File: src/hw/rtl/bf3_pkg.sv
package bf3_pkg;

	localparam int PIX_W  = 8;
	localparam int CH_N   = 3;
	localparam int COL_W  = 11;
	localparam int ROW_W  = 16;
	localparam int WID_W  = 12;
	localparam int CSUM_W = 10;
	localparam int TSUM_W = 12;
	localparam int LINE_W = 2 * CH_N * PIX_W;
	localparam int CFG_IDX_W  = 2;
	localparam int CFG_DATA_W = 16;

	localparam logic [CFG_IDX_W-1:0] REG_IMAGE_WIDTH  = 2'd0;
	localparam logic [CFG_IDX_W-1:0] REG_IMAGE_HEIGHT = 2'd1;

	localparam logic [WID_W-1:0] WIDTH_RST  = 12'd640;
	localparam logic [ROW_W-1:0] HEIGHT_RST = 16'd480;
	localparam logic [WID_W-1:0] WIDTH_MIN  = 12'd3;
	localparam logic [ROW_W-1:0] HEIGHT_MIN = 16'd3;

	// floor(x * 3641 / 2^15) equals floor(x / 9) for every x below 2^15.
	localparam logic [11:0] RECIP9   = 12'd3641;
	localparam int          RECIP_SH = 15;
	localparam logic [TSUM_W-1:0] ROUND9 = 12'd4;

	typedef logic [CH_N-1:0][PIX_W-1:0]  pix_t;
	typedef logic [CH_N-1:0][CSUM_W-1:0] csum_t;
	typedef logic [CH_N-1:0][TSUM_W-1:0] tsum_t;

	typedef struct packed {
		logic clear;
		logic load_s2;
		logic load_s3;
	} win_ctrl_t;

	function automatic logic [PIX_W-1:0] mean9(input logic [TSUM_W-1:0] sum);
		logic [TSUM_W-1:0] x;
		logic [23:0]       p;
		x = sum + ROUND9;
		p = 24'(x) * 24'(RECIP9);
		return p[RECIP_SH +: PIX_W];
	endfunction

endpackage

File: src/hw/rtl/bf3_win.sv
module bf3_win (
	input  logic               clk,
	input  logic               arst_n,
	input  bf3_pkg::win_ctrl_t ctrl,
	input  bf3_pkg::pix_t      top,
	input  bf3_pkg::pix_t      mid,
	input  bf3_pkg::pix_t      px,
	output bf3_pkg::tsum_t     total_s3
);

	bf3_pkg::csum_t colsum;
	bf3_pkg::csum_t csum_s2;
	bf3_pkg::csum_t csa_q;
	bf3_pkg::csum_t csb_q;
	bf3_pkg::tsum_t total;

	// Each window column is kept as its per-channel sum over three rows.
	always_comb begin
		for (int c = 0; c < bf3_pkg::CH_N; c++) begin
			colsum[c] = bf3_pkg::CSUM_W'(top[c]) + bf3_pkg::CSUM_W'(mid[c])
				+ bf3_pkg::CSUM_W'(px[c]);
			total[c] = bf3_pkg::TSUM_W'(csa_q[c]) + bf3_pkg::TSUM_W'(csb_q[c])
				+ bf3_pkg::TSUM_W'(csum_s2[c]);
		end
	end

	always_ff @(posedge clk) begin
		if (ctrl.load_s2) begin
			csum_s2 <= colsum;
		end
		if (ctrl.load_s3) begin
			total_s3 <= total;
		end
	end

	always_ff @(posedge clk or negedge arst_n) begin
		if (!arst_n) begin
			csa_q <= '0;
			csb_q <= '0;
		end else if (ctrl.clear) begin
			csa_q <= '0;
			csb_q <= '0;
		end else if (ctrl.load_s3) begin
			csa_q <= csb_q;
			csb_q <= csum_s2;
		end
	end

endmodule

File: config.mk
export PLATFORM = sky130hd
export DESIGN_NAME = bf3_win
export DESIGN_NICKNAME = d
export VERILOG_FILES = /design/src/hw/rtl/bf3_pkg.sv /design/src/hw/rtl/bf3_win.sv
export SDC_FILE = /design/constraint.sdc
export NUM_CORES = 1
export LEC_CHECK = 0
export BUFFER_PORTS_ARGS = -buffer_cell sky130_fd_sc_hd__buf_4
export CAP_MARGIN = 30
export CORE_ASPECT_RATIO = 2
export CORE_MARGIN = 1.5
export CORE_UTILIZATION = 40
export DETAILED_ROUTE_END_ITERATION = 8
export HOLD_SLACK_MARGIN = 0.06
export PLACE_DENSITY_LB_ADDON = 0.08
export SYNTH_ARGS = -nofsm -noshare
export SYNTH_HDL_FRONTEND = slang
export SYNTH_SLANG_ARGS = --single-unit
export TNS_END_PERCENT = 30
File: constraint.sdc
create_clock -name clk -period 3.43 [get_ports clk]
set_input_delay 0.343 -clock clk [delete_from_list [all_inputs] [get_ports clk]]
set_output_delay 0.343 -clock clk [all_outputs]
set_load 0.02 [all_outputs]
==> results, run 1 <==
- The total number of vias is 4864.
- The via density per instance is 4.89.
- The type of element launching the critical path is a flop.
- The HPWL after detailed placement is 11000 um.
- The worst ir drop on vdd is 0.320 mV.
- Setup slack on the worst reg-to-reg path comes out at 0.60 ns.
- Post-CTS timing repair inserted 0 buffers for setup.
- On the worst path, the slowest cell contributes a delay of 0.55 ns.
- The slowest stage of the critical path belongs to the cell sky130_fd_sc_hd__fa_1.
- The number of antenna diodes in the final layout is 0.
- The number of design rule violations left after detail routing is 0.
- The worst pin sits at a relative slew slack of 45.2%.
- Dividing the synthesized area by the synthesized cell count gives 12.5 um^2.
- The number of antenna violations at the first check in global routing came to 0.
- The H-tree was split into 4 levels.
- The final number of max-transition violations is 0.
- Summing the areas of all fa, ha and maj instances in the mapped netlist gives 23.6% of the synthesized area.
- Relative to the synthesized area, the layout overhead comes to 22.2%.
- The final layout contains routed wiring with a total length of 14900 um.
- The number of placed cells counting well taps is 963.
- The number of I/O port buffers is 112.
- For this run the aggregate overflow at the end of global routing stands at 0.
- In this run, the number of DRC markers left after iteration 0 of detailed routing was 106.
- The dominant delay contributor by cell family on the critical path is adder cells.
- Across every metal layer, demand over resource in global routing totals 16.4%.
- For the worst-skew pair, the clock arrives at the later sink with an insertion delay of 0.42 ns.
- The number of top-level pins is 113.
- The timing-limited maximum frequency is 0.353 GHz.
- The summed negative setup slack over all endpoints is 0 ns.
- The row count is 71.
- In this design, the critical path's most frequently occurring cell is sky130_fd_sc_hd__fa_1.
- For the worst flop-to-flop path, the logic depth is 9.
- Synthesis inferred 126 register bits.
- Of the total power, registers draw 36.5%.
- In this run the horizontal extent of the chip is 101 um.
- The number of global-route vias before repair was 5465.
- The worst hold path passes through 3 cells.
- The count of final hold-check violations was 0.
- The sequential-to-total area share from yosys stat is 45.6%.
- In this run the power density over the cells is 641 mW/mm^2.
- Routability-driven placement finished with a final weighted congestion of 0.823.
- The simple-gate portion of the synthesized area is 6.59%.
- The transition time of the tightest slew-check pin is 0.822 ns.
- The fraction of the mapped netlist area in compound gates is 8.08%.
- Once routing completed, OpenROAD measured the worst setup slack at 0.596 ns.
- The TritonCTS clock tree is built.
- The proportion of total power due to net switching is 33.3%.
- The logic gate share of total power is 34.6%.
- The most used flip-flop cell after synthesis is sky130_fd_sc_hd__edfxtp_1.
- The net switching power is 1.99 mW.
- The number of cells upsized or downsized after cts is 0.
- The fraction of final layout cells with drive strength greater than 1 is 21.1%.
- Setup violations remaining at the end of the flow were counted as 0.
- The required time of the critical path is 3.58 ns.
- Synthesis produced a netlist whose cell count is 609.
- The origin of the worst min-delay path is px[1].
- The endpoint of the most critical register-to-register path is total_s3[19].
- The initial core utilization is 40.7%.
- The signal on the critical path passes through fa_1 -> ha_1 -> inv_1 -> fa_1 -> nor2b_1 -> o21ai_0 -> nand2b_1 -> a2111oi_0 -> or3b_2.
- The number of enable-type register cells in the synthesized netlist is 66.
- Once placement finished, the instance area stood at 0.00876 mm^2.
- The internal power is 3.99 mW.
- The data arrival time of the worst path is 2.99 ns.
- The post-route non-filler standard cell count is 995.
- The CTS sink count is 126.
- The area of all placed cells without fillers is 0.00934 mm^2.
- The path with the worst hold slack has its endpoint at csum_s2[1].
- The total area inside the core boundary comes to 0.0187 mm^2.
- The clock passes through at most 2 buffers.
- The largest family of logic cells by synthesized area is adder cells.
- The final routed wire length divided by cell count is 15.0 um.
- The type of the most critical hold path is input pin to flop.
- The die area is 0.0200 mm^2.
- Timing analysis after detailed placement gives a worst setup slack of 0.591 ns.
- The run finished with clean final reports.
- The count of max-cap constraint violations is 0.
- The first detailed-routing pass ran for 4 iterations.
- The endpoint kind of the worst setup timing path is a flop.
- In this run the worst path has a maximum fanout of 4.
- For this run, the share of the core covered by cells in the final layout is 49.8%.
- The synthesized netlist devotes 4.24% of its cell area to XOR and XNOR gates.
- The clock network is responsible for 28.9% of the overall power.
- The classification of the worst setup path is flop to flop.
- The root buffer cell chosen for the clock tree is sky130_fd_sc_hd__clkbuf_16.
- The chip height is 198 um.
- The count of hold buffers inserted by post-cts repair is 1.
- The first global-routing pass estimated 24800 um of wire.
- The cell area after technology mapping is 0.00764 mm^2.
- The final net count is 913.
- The standby leakage power is 4.34 nW.
- The clock slew seen by the registers of the worst setup and hold paths is 0.06 ns.
- The number of clock buffers added by TritonCTS is 17.
- The clock skew is 0.00818 ns.
- After synthesis, the netlist uses 44 different library cells.
- The post-synthesis async set-or-reset flop share is 47.6%.
- Counting both buffers and inverters, the worst setup path holds a total of 1.
- Of the post-synthesis cell area, the part taken by muxes is 7.86%.
- The number of nets in the synthesized netlist is 794.
- The maximum number of pins on one net before global-route repair is 61.
- The yosys synthesis warning count is 0.
- The clock period minus worst slack is 2.83 ns.
- The remaining antenna violation count after routing is 0.
- The startpoint of the worst register-to-register path is csum_s2[11].
- Of the available clock period, the critical path in the final layout requires 82.6%.
- Setup repair after global routing left no endpoint under its margin.
## flip-flops by register name (all words and copies together) (netlist names)
| signal | count |
|---|---|
| total_s3 | 36 |
| csb_q | 30 |
| csa_q | 30 |
| csum_s2 | 30 |
## metrics by stage
stage,power (mW),hold slack (ns)
2_1_floorplan,3.60,0.0474
3_3_place_gp,4.26,0.474
3_5_place_dp,4.32,0.490
4_1_cts,6.08,0.383
5_1_grt,6.38,0.411
6_report,5.98,0.402
## worst register-to-register path: cells and delay by family (launching register included)
family | cells | cell delay [ns]
buffers and inverters | 1 | 0.07
adder cells (fa/ha/maj) | 3 | 1.14
flip-flops | 1 | 0.42
AO/OA/AOI/OAI | 2 | 0.19
AND/OR/NAND/NOR | 3 | 0.75
## final cells by class
cell class | instances | area, um^2
Fill cell | 1686 | 9410
Multi-Input combinational cell | 403 | 3850
Sequential cell | 126 | 3480
Timing Repair Buffer | 114 | 871
Clock buffer | 19 | 454
Tap cell | 255 | 319
Inverter | 66 | 248
Clock inverter | 12 | 114
## synthesized netlist by cell type, types with 7 or more instances
cell type	count	area share [%]
sky130_fd_sc_hd__a211oi_1	7	0.69
sky130_fd_sc_hd__nor2_1	70	3.4
sky130_fd_sc_hd__o21bai_1	8	0.79
sky130_fd_sc_hd__nand2_1	8	0.39
sky130_fd_sc_hd__xnor2_1	25	2.9
sky130_fd_sc_hd__clkbuf_1	8	0.39
sky130_fd_sc_hd__xor2_1	12	1.4
sky130_fd_sc_hd__inv_1	66	3.2
sky130_fd_sc_hd__edfxtp_1	66	26
sky130_fd_sc_hd__a21oi_1	20	1.3
sky130_fd_sc_hd__fa_1	60	16
sky130_fd_sc_hd__ha_1	48	7.9
sky130_fd_sc_hd__a21o_1	11	1.1
sky130_fd_sc_hd__mux2i_1	60	7.9
sky130_fd_sc_hd__dfrtp_1	60	20
sky130_fd_sc_hd__o21ai_0	17	1.1
## kinds of logic after synthesis
family | Yosys count
flip-flops | 126
AND/OR/NAND/NOR | 110
adder cells (fa/ha/maj) | 108
AO/OA/AOI/OAI | 88
buffers and inverters | 80
multiplexers | 60
XOR/XNOR | 37
## routing by layer
layer  GRT usage, %  routed length (um)
met5              0                   0
met4           6.89                 336
met3           3.37                 426
met2           32.2                8800
met1           16.0                5330
## worst max path at each step
stage	start	to	slack (ns)	cells after the start
6_report	csum_s2[11]	total_s3[19]	0.60	9
5_1_grt	csum_s2[11]	total_s3[19]	0.45	9
4_1_cts	csum_s2[11]	total_s3[19]	0.60	9
3_5_place_dp	top[1]	csum_s2[9]	0.59	9
3_3_place_gp	top[1]	csum_s2[9]	0.62	9
2_1_floorplan	csum_s2[11]	total_s3[19]	0.79	9
## power by group through the flow
| stage | sequential (mW) | clock (mW) | combinational, mW |
|---|---|---|---|
| floorplan | 2.37 | 0 | 1.22 |
| global route | 2.21 | 1.84 | 2.32 |
| CTS | 2.19 | 1.78 | 2.12 |
| finish | 2.18 | 1.73 | 2.07 |
| global placement | 2.20 | 0 | 2.06 |
| detailed placement | 2.21 | 0 | 2.11 |
## layout by cell type (no fill, tap or decap), types with 4 or more instances in the layout
cell type                    count
sky130_fd_sc_hd__a21oi_1        20
sky130_fd_sc_hd__clkinv_4        4
sky130_fd_sc_hd__dfrtp_1        60
sky130_fd_sc_hd__buf_4         112
sky130_fd_sc_hd__nor2b_1         6
sky130_fd_sc_hd__nand3_1         5
sky130_fd_sc_hd__clkinvlp_4      5
sky130_fd_sc_hd__nor2_1         70
sky130_fd_sc_hd__nand2_1         8
sky130_fd_sc_hd__a21o_1         11
sky130_fd_sc_hd__xnor2_1        25
sky130_fd_sc_hd__inv_1          66
sky130_fd_sc_hd__a211oi_1        7
sky130_fd_sc_hd__fa_1           60
sky130_fd_sc_hd__ha_1           48
sky130_fd_sc_hd__o21ai_0        17
sky130_fd_sc_hd__clkbuf_16      18
sky130_fd_sc_hd__mux2i_1        60
sky130_fd_sc_hd__nand2b_1        6
sky130_fd_sc_hd__edfxtp_1       66
sky130_fd_sc_hd__xor2_1         12
sky130_fd_sc_hd__o21bai_1        8
Power figures use the tool's default switching activity.
==> inputs of run 2 (changes only) <==
Clock period 3.43 ns to 2.4 ns, I/O delays scaled along.
==> run 2 against run 1 <==
  * The run now ends with negative setup slack left
  * Non-clock buffer count is 57 higher
  * Die area unchanged
  * Total power rose by 53%
  * Wire length increased by 2.9%
  * Sequential cell count did not move
  * Setup slack got worse by 0.73 ns
  * Final area increased by 7.0%
  * Count of clock-buffer cells in the layout grew 4
  * Sequential power up 43%
  * Clock skew down 0.0017 ns
  * Sequential share of layout area shrank 2.5 points
  * Largest cell class unchanged
==> results, run 2 (synthesis gave the netlist of run 1 again) <==
- The endpoint of the most critical register-to-register path is total_s3[19].
- The area of all placed cells without fillers is 0.00999 mm^2.
- The library cell used most frequently in the layout, excluding fill and tap cells, is sky130_fd_sc_hd__buf_4.
- On the worst path, the slowest cell contributes a delay of 0.55 ns.
- The layout filler cell count is 1613.
- The timing-limited maximum frequency is 0.394 GHz.
- The maximum buffer depth of the clock tree is 2.
- The data arrival time of the worst path is 2.69 ns.
- The relative slew slack is 47.5%.
- TritonCTS built the clock tree.
- The clock period minus worst slack is 2.54 ns.
- The run finished, with violations left.
- Among all stages on the critical path, the largest delay is contributed by sky130_fd_sc_hd__fa_1.
- The clock drives 126 sinks.
- Summed over all layers, the global routing overflow is 0.
- The floorplan step defined a core boundary enclosing 0.0187 mm^2.
- Sequential cells burn 34.0% of the power.
- The number of top-level pins is 113.
- The maximum number of pins on one net before global-route repair is 61.
- The number of global-route vias before repair was 5464.
- Setup repair after global routing could not meet its margin everywhere.
- The row count is 71.
- The die covers 0.0200 mm^2.
- Dividing total power by cell area gives a power density of 916 mW/mm^2.
- The top cell types in the final layout, fill and taps aside, are sky130_fd_sc_hd__buf_4, sky130_fd_sc_hd__nor2_1, sky130_fd_sc_hd__edfxtp_1.
- The number of placed instances, taps included, is 1012.
- The pre-CTS worst setup slack is -0.339 ns.
- For this design the total switching power over the nets is 2.90 mW.
- Traced cell by cell, the critical path runs through fa_1 -> ha_2 -> inv_2 -> fa_2 -> nor2b_1 -> o21ai_1 -> nand2b_1 -> a2111oi_2 -> or3b_4.
- The required time of the critical path is 2.55 ns.
- The first-pass detailed-route iteration total is 4.
- The proportion of total power due to net switching is 31.7%.
- The count of antenna diodes in the layout is 0.
- The total number of vias is 5123.
- The number of I/O port buffers is 112.
- The number of antenna violations at the first check in global routing is 0.
- The die boundary width is 101 um.
- The classification of the worst setup path is flop to flop.
- For this run, the post-layout net count is 970.
- Once detail routing completed, the nets flagged for antenna violations numbered 0.
- The cell sitting at the root of the clock tree is a sky130_fd_sc_hd__clkbuf_16.
- The final-layout worst hold slack is 0.293 ns.
- The H-tree was split into 4 levels.
- The share of total power in the clock network is 27.5%.
- The logic gate share of total power is 38.5%.
- The area taken by flip-flops and latches is 0.00348 mm^2.
- From synthesis to final layout, the design area changed by 30.8%.
- Internal power comes to 6.26 mW.
- The first global-routing pass estimated 24900 um of wire.
- Setup violations remaining at the end of the flow were counted as 11.
- The final reports fail on negative setup slack.
- At the end of routability-driven placement, the weighted congestion stood at 0.815.
- The standby leakage power is 4.67 nW.
- The final worst-path cycle share is 106%.
- The total placed instance area is 0.00916 mm^2.
- The register-to-register setup slack is -0.14 ns.
- The count of final hold-check violations is 0.
- The placed wire-length estimate is 11500 um.
- In the post-route analysis, the smallest setup slack over all paths is -0.137 ns.
- The utilization of the core after routing is 53.3%.
- The clock latency reported for the late side of the worst-skew pair is 0.41 ns.
- The endpoint with the worst hold slack is csum_s2[11].
- The final number of max-transition violations is 0.
- The chip height is 198 um.
- In the final layout, the multi-input gates occupy 0.00404 mm^2.
- The number of design rule violations left after detail routing is 0.
- In this run the worst hold path is classified as input pin to flop.
- The initial core utilization is 40.7%.
- The endpoint kind of the worst setup timing path is a flop.
- The worst register-to-register path begins at csa_q[11].
- Global routing used 16.2% of the available tracks.
- The largest register by flop count is total_s3.
- Across the run, the number of max-cap violations was 0.
- Excluding fillers, the count of instances in the completed layout stands at 1053.
- The final wirelength is 15300 um.
- The clock skew is 0.00646 ns.
- For the pin with the worst max-slew slack, the measured transition is 0.788 ns.
- The type of element launching the critical path is a flop.
- In this run the worst path has a maximum fanout of 3.
- VDD sags by at most 0.414 mV.
- Along the worst hold path, the cell count comes to 3.
- Using the TritonRoute via totals, the vias-per-cell ratio works out to 4.87.
- The post-route netlist has 29.7% of its cells at a drive strength greater than 1.
- The register with the most flip-flops in the layout has 36 of them.
- The clock slew seen by the registers of the worst setup and hold paths is 0.05 ns.
- The starting DRC count in detailed routing is 143.
- The logic depth of the worst register-to-register path is 9.
- In the final routed layout, each cell accounts on average for 14.6 um.
- Counting the buffers created by CTS gives 17.
- The startpoint identified for the worst hold timing path is px[9].
==> run 2: cell count changes in the layout (fill, tap and decap cells not counted), sizes merged <==
| cell | delta |
|---|---|
| clkinv | +1 |
| clkbuf | +4 |
| inv | -1 |
| bufinv | +2 |
| clkinvlp | -5 |
| buf | +57 |
==> run 2: layout make-up <==
type,instances,share of cell area [%]
Tap cell,255,3.19
Timing Repair Buffer,171,13.3
Sequential cell,126,34.9
Clock inverter,9,1.16
Clock buffer,23,4.58
Inverter,66,2.48
Multi-Input combinational cell,403,40.4
==> run 2: worst max-delay path by stage <==
| stage | startpoint | slack (ns) | cells past startpoint | endpoint |
|---|---|---|---|---|
| final | csa_q[11] | -0.14 | 9 | total_s3[19] |
| after global routing | csa_q[11] | -0.19 | 9 | total_s3[19] |
| after CTS | csb_q[1] | -0.14 | 8 | total_s3[10] |
| after detailed placement | top[1] | -0.34 | 10 | csum_s2[9] |
| after global placement | top[1] | -0.31 | 10 | csum_s2[9] |
| after floorplan | csa_q[11] | -0.10 | 9 | total_s3[19] |
==> run 2: metrics by stage <==
stage                     setup TNS (ns)  power, mW
after floorplan                   -0.159       5.17
after global placement             -2.58       6.39
after detailed placement           -3.09       6.46
after CTS                          -1.09       9.09
after global routing               -1.99       9.75
final                             -0.501       9.16
==> run 2: critical path, delay by kind of cell (launching register included) <==
kind                       cells  cell delay [ns]
AOI/OAI and AO/OA              2             0.15
adders and majority gates      3             1.07
buffers and inverters          1             0.04
DFF                            1             0.40
and+or+nand+nor                3             0.62
==> run 2: routing by layer <==
| layer | GRT usage, % | vias up | share of wire, % |
|---|---|---|---|
| met5 | 0 | - | 0 |
| met2 | 31.9 | 98 | 60 |
| met3 | 2.81 | 31 | 3.0 |
| li1 | - | 2437 | - |
| met1 | 15.6 | 2557 | 34 |
| met4 | 7.93 | 0 | 3.0 |
==> run 2: timing repair <==
item | 4_1_cts | 5_1_grt
pin swaps | 23 | 18
buffers inserted | 3 | 6
setup endpoints to repair | 16 | 17
hold buffers | 1 | 0
gates cloned | 0 | 0
gates resized for setup | 9 | 22
hold endpoints to repair | 60 | 0
==> run 2: power groups by stage <==
stage	Clock [mW]	Combinational, mW	Sequential, mW
after floorplan	0	1.78	3.39
after global placement	0	3.24	3.15
after detailed placement	0	3.30	3.16
after CTS	2.59	3.37	3.13
after global routing	2.69	3.89	3.17
final	2.52	3.52	3.11
==> inputs of run 3 (changes only) <==
Settings changed: GPL_TIMING_DRIVEN from default to 0, SKIP_LAST_GASP from default to 1.
==> run 3 against run 2 <==
  * The run still ends with negative setup slack left
  * Count of clock-buffer cells in the layout unchanged
  * Maximum frequency shrank 2.2%
  * Hold slack worse by 0.0057 ns
  * Die area stayed put
  * Critical path depth stayed put
  * Final area is 3.1% lower
  * Wire length increased by 1.2%
  * Total power down 2.7%
  * Sequential cell count unchanged
  * Largest cell class unchanged
==> results, run 3 (synthesis gave the netlist of run 1 again) <==
- The first detailed-routing pass took 4 iterations.
- For this design, the slowest cell found on the critical path is sky130_fd_sc_hd__fa_1.
- The net switching power is 2.88 mW.
- The last weighted congestion value of the routability-driven placer is 0.782.
- The via density per instance is 4.89.
- The classification of the worst setup path is flop to flop.
- The required time of the critical path is 2.55 ns.
- The die is 198 um tall.
- The routing usage on met1 is 16.3%.
- In this run the worst hold path is classified as input pin to flop.
- The maximum buffer depth of the clock tree is 2.
- In the layout the commonest cells are sky130_fd_sc_hd__buf_4, sky130_fd_sc_hd__nor2_1, sky130_fd_sc_hd__edfxtp_1.
- The CTS sink count is 126.
- The logic depth of the worst register-to-register path is 9.
- The HPWL after detailed placement is 11800 um.
- The design draws 8.91 mW.
- Setup violations remaining at the end of the flow were counted as 13.
- Prior to clock tree synthesis, the placed netlist has a worst setup slack of -0.452 ns.
- On the worst path, the slowest cell contributes a delay of 0.55 ns.
- The power per unit of standard cell area is 920 mW/mm^2.
- The data arrival time of the worst path is 2.75 ns.
- The flow ran to the end, but the final reports show violations.
- The internal power is 6.03 mW.
- The synthesis-to-finish area growth is 26.8%.
- The final setup slack of the worst path is -0.193 ns.
- Global routing consumed, on the met2 layer, 32.7% of the routing resources.
- The core region is 0.0187 mm^2.
- The number of antenna violations at the first check in global routing is 0.
- The relative slew slack is 45.6%.
- The critical path crosses 9 cells after its start point.
- Input and output buffers added on the ports amount to 111.
- The row count is 71.
- The number of top-level pins is 113.
- The final routed wire length divided by cell count is 15.2 um.
- Clock-pin slew was measured on the worst setup and hold paths at 0.05 ns.
- The count of final hold-check violations is 0.
- The H-tree depth is 4.
- The wire length of the first global-routing pass is 25000 um.
- Global routing used 16.6% of the available tracks across all layers.
- Entering global routing, the biggest net connects 61 pins.
- The initial core utilization is 40.7%.
- The die boundary width is 101 um.
- The fraction of final layout cells with drive strength greater than 1 is 25.7%.
- Once detail routing completed, the nets flagged for antenna violations numbered 0.
- The total number of vias is 5004.
- The cell sitting at the root of the clock tree is a sky130_fd_sc_hd__clkbuf_16.
- The clock skew is 0.00697 ns.
- Together, buffers and inverters on the worst path number 1.
- The final number of max-transition violations came to 0.
- The final worst-path cycle share is 108%.
- STA classifies the critical path startpoint as a flop.
- After global routing, the most crowded layer is met2.
- In the final design database the tool counted 940 nets.
- For met3 alone, demand over resource in global routing was 3.23%.
- The cell depth of the worst min-delay path is 3.
- Along the worst path, the maximum fanout reaches 3.
- The number of antenna diodes in the final layout is 0.
- Setup repair after global routing could not meet its margin everywhere.
- The tool flagged a number of max-cap violations equal to 0.
- The flip-flop count of the largest register, all copies and words added is 36.
- The die covers 0.0200 mm^2.
- STA classifies the critical path endpoint as a flop.
- The standby leakage power is 4.46 nW.
- The final reports fail on negative setup slack.
- The clock latency reported for the late side of the worst-skew pair is 0.42 ns.
- The signal on the critical path passes through fa_1 -> ha_2 -> inv_2 -> fa_2 -> nor2b_1 -> o21ai_1 -> nand2b_1 -> a2111oi_2 -> or3b_4.
- The clock period minus worst slack is 2.59 ns.
- Buffers inserted during clock tree synthesis total 17.
- In the routed design, unresolved DRC markers number 0.
- Adding up every negative setup slack in the final design gives -1.49 ns.
- The part of the total power dissipated in sequential elements is 34.9%.
- On the critical path the largest part of the delay comes from adder cells.
- The largest register by flop count is total_s3.
- In this run switching power makes up 32.3% of total power.
- TritonCTS built the clock tree.
- The total overflow left after global routing is 0.
- The worst ir drop on vdd is 0.474 mV.
- The starting DRC count in detailed routing is 127.
- The transition time of the tightest slew-check pin is 0.816 ns.
- The share of total power in the clock network is 27.6%.
- The number of global-route vias before repair is 5401.
- The logic gate share of total power is 37.4%.
- The final wirelength is 15500 um.
- The commonest non-fill, non-tap cell in the layout is sky130_fd_sc_hd__buf_4.
- Based on the critical path, the design can be clocked at up to 0.386 GHz.
[run 3: cell types whose count changed in the layout (fill, tap and decap cells not counted), sizes merged]
cell	previous run	this run
clkinv	6	7
clkbuf	23	31
bufinv	3	2
buf	170	132
[run 3: final timing paths]
path	startpoint	to	slack (ns)
max in group asynchronous	arst_n	csa_q[20]	1.39
hold / removal	px[1]	csum_s2[1]	0.29
min in group asynchronous	arst_n	csb_q[1]	0.44
setup / recovery	csa_q[11]	total_s3[19]	-0.19
setup reg to reg	csa_q[11]	total_s3[19]	-0.19
hold reg to reg	csa_q[0]	csa_q[0]	0.52
[run 3: power groups by stage]
| stage | Clock (mW) | Combinational (mW) | Sequential, mW |
|---|---|---|---|
| 2_1_floorplan | 0 | 1.78 | 3.39 |
| 3_5_place_dp | 0 | 3.03 | 3.16 |
| 4_1_cts | 2.53 | 3.15 | 3.13 |
| 6_report | 2.46 | 3.33 | 3.11 |
| 3_3_place_gp | 0 | 2.95 | 3.15 |
| 5_1_grt | 2.60 | 3.69 | 3.17 |
[run 3: per-layer routing]
metal  routed length (um)  part of all wire, %  up-vias
met5                    0                    0        -
met4                  318                  2.0        0
li1                     -                    -     2383
met3                  433                  2.8       23
met2                 9210                   59       97
met1                 5550                   36     2501
[run 3: metrics by stage]
stage	cell area (um^2)	util (%)	instances	hold WS, ns
2_1_floorplan	7650	-	609	-0.0556
3_3_place_gp	8800	47.0	975	0.358
3_5_place_dp	8800	47.0	975	0.381
4_1_cts	9470	50.5	1014	0.268
5_1_grt	9690	51.7	1023	0.293
6_report	9690	51.7	1023	0.288
[run 3: what timing repair did]
item	4_1_cts	5_1_grt
resized for setup	8	23
cloned	0	0
hold buffers	1	0
hold endpoints to repair	60	0
pin swaps	10	26
buffers inserted	6	9
setup endpoints to repair	16	21
[run 3: area by class of cell]
cell class              count  area, um^2
multi-input cells         403        4060
fillers                  1678        9060
inverters                  66         248
repair buffers            127         956
plain buffers              14        60.1
flip-flops and latches    126        3480
well taps                 255         319
clock inverters             9        91.3
clock buffers              23         468
[run 3: tightest hold or removal path: stages]
cell	delay, ns
sky130_fd_sc_hd__buf_4	0.08
sky130_fd_sc_hd__fa_1	0.15
sky130_fd_sc_hd__ha_1	0.12
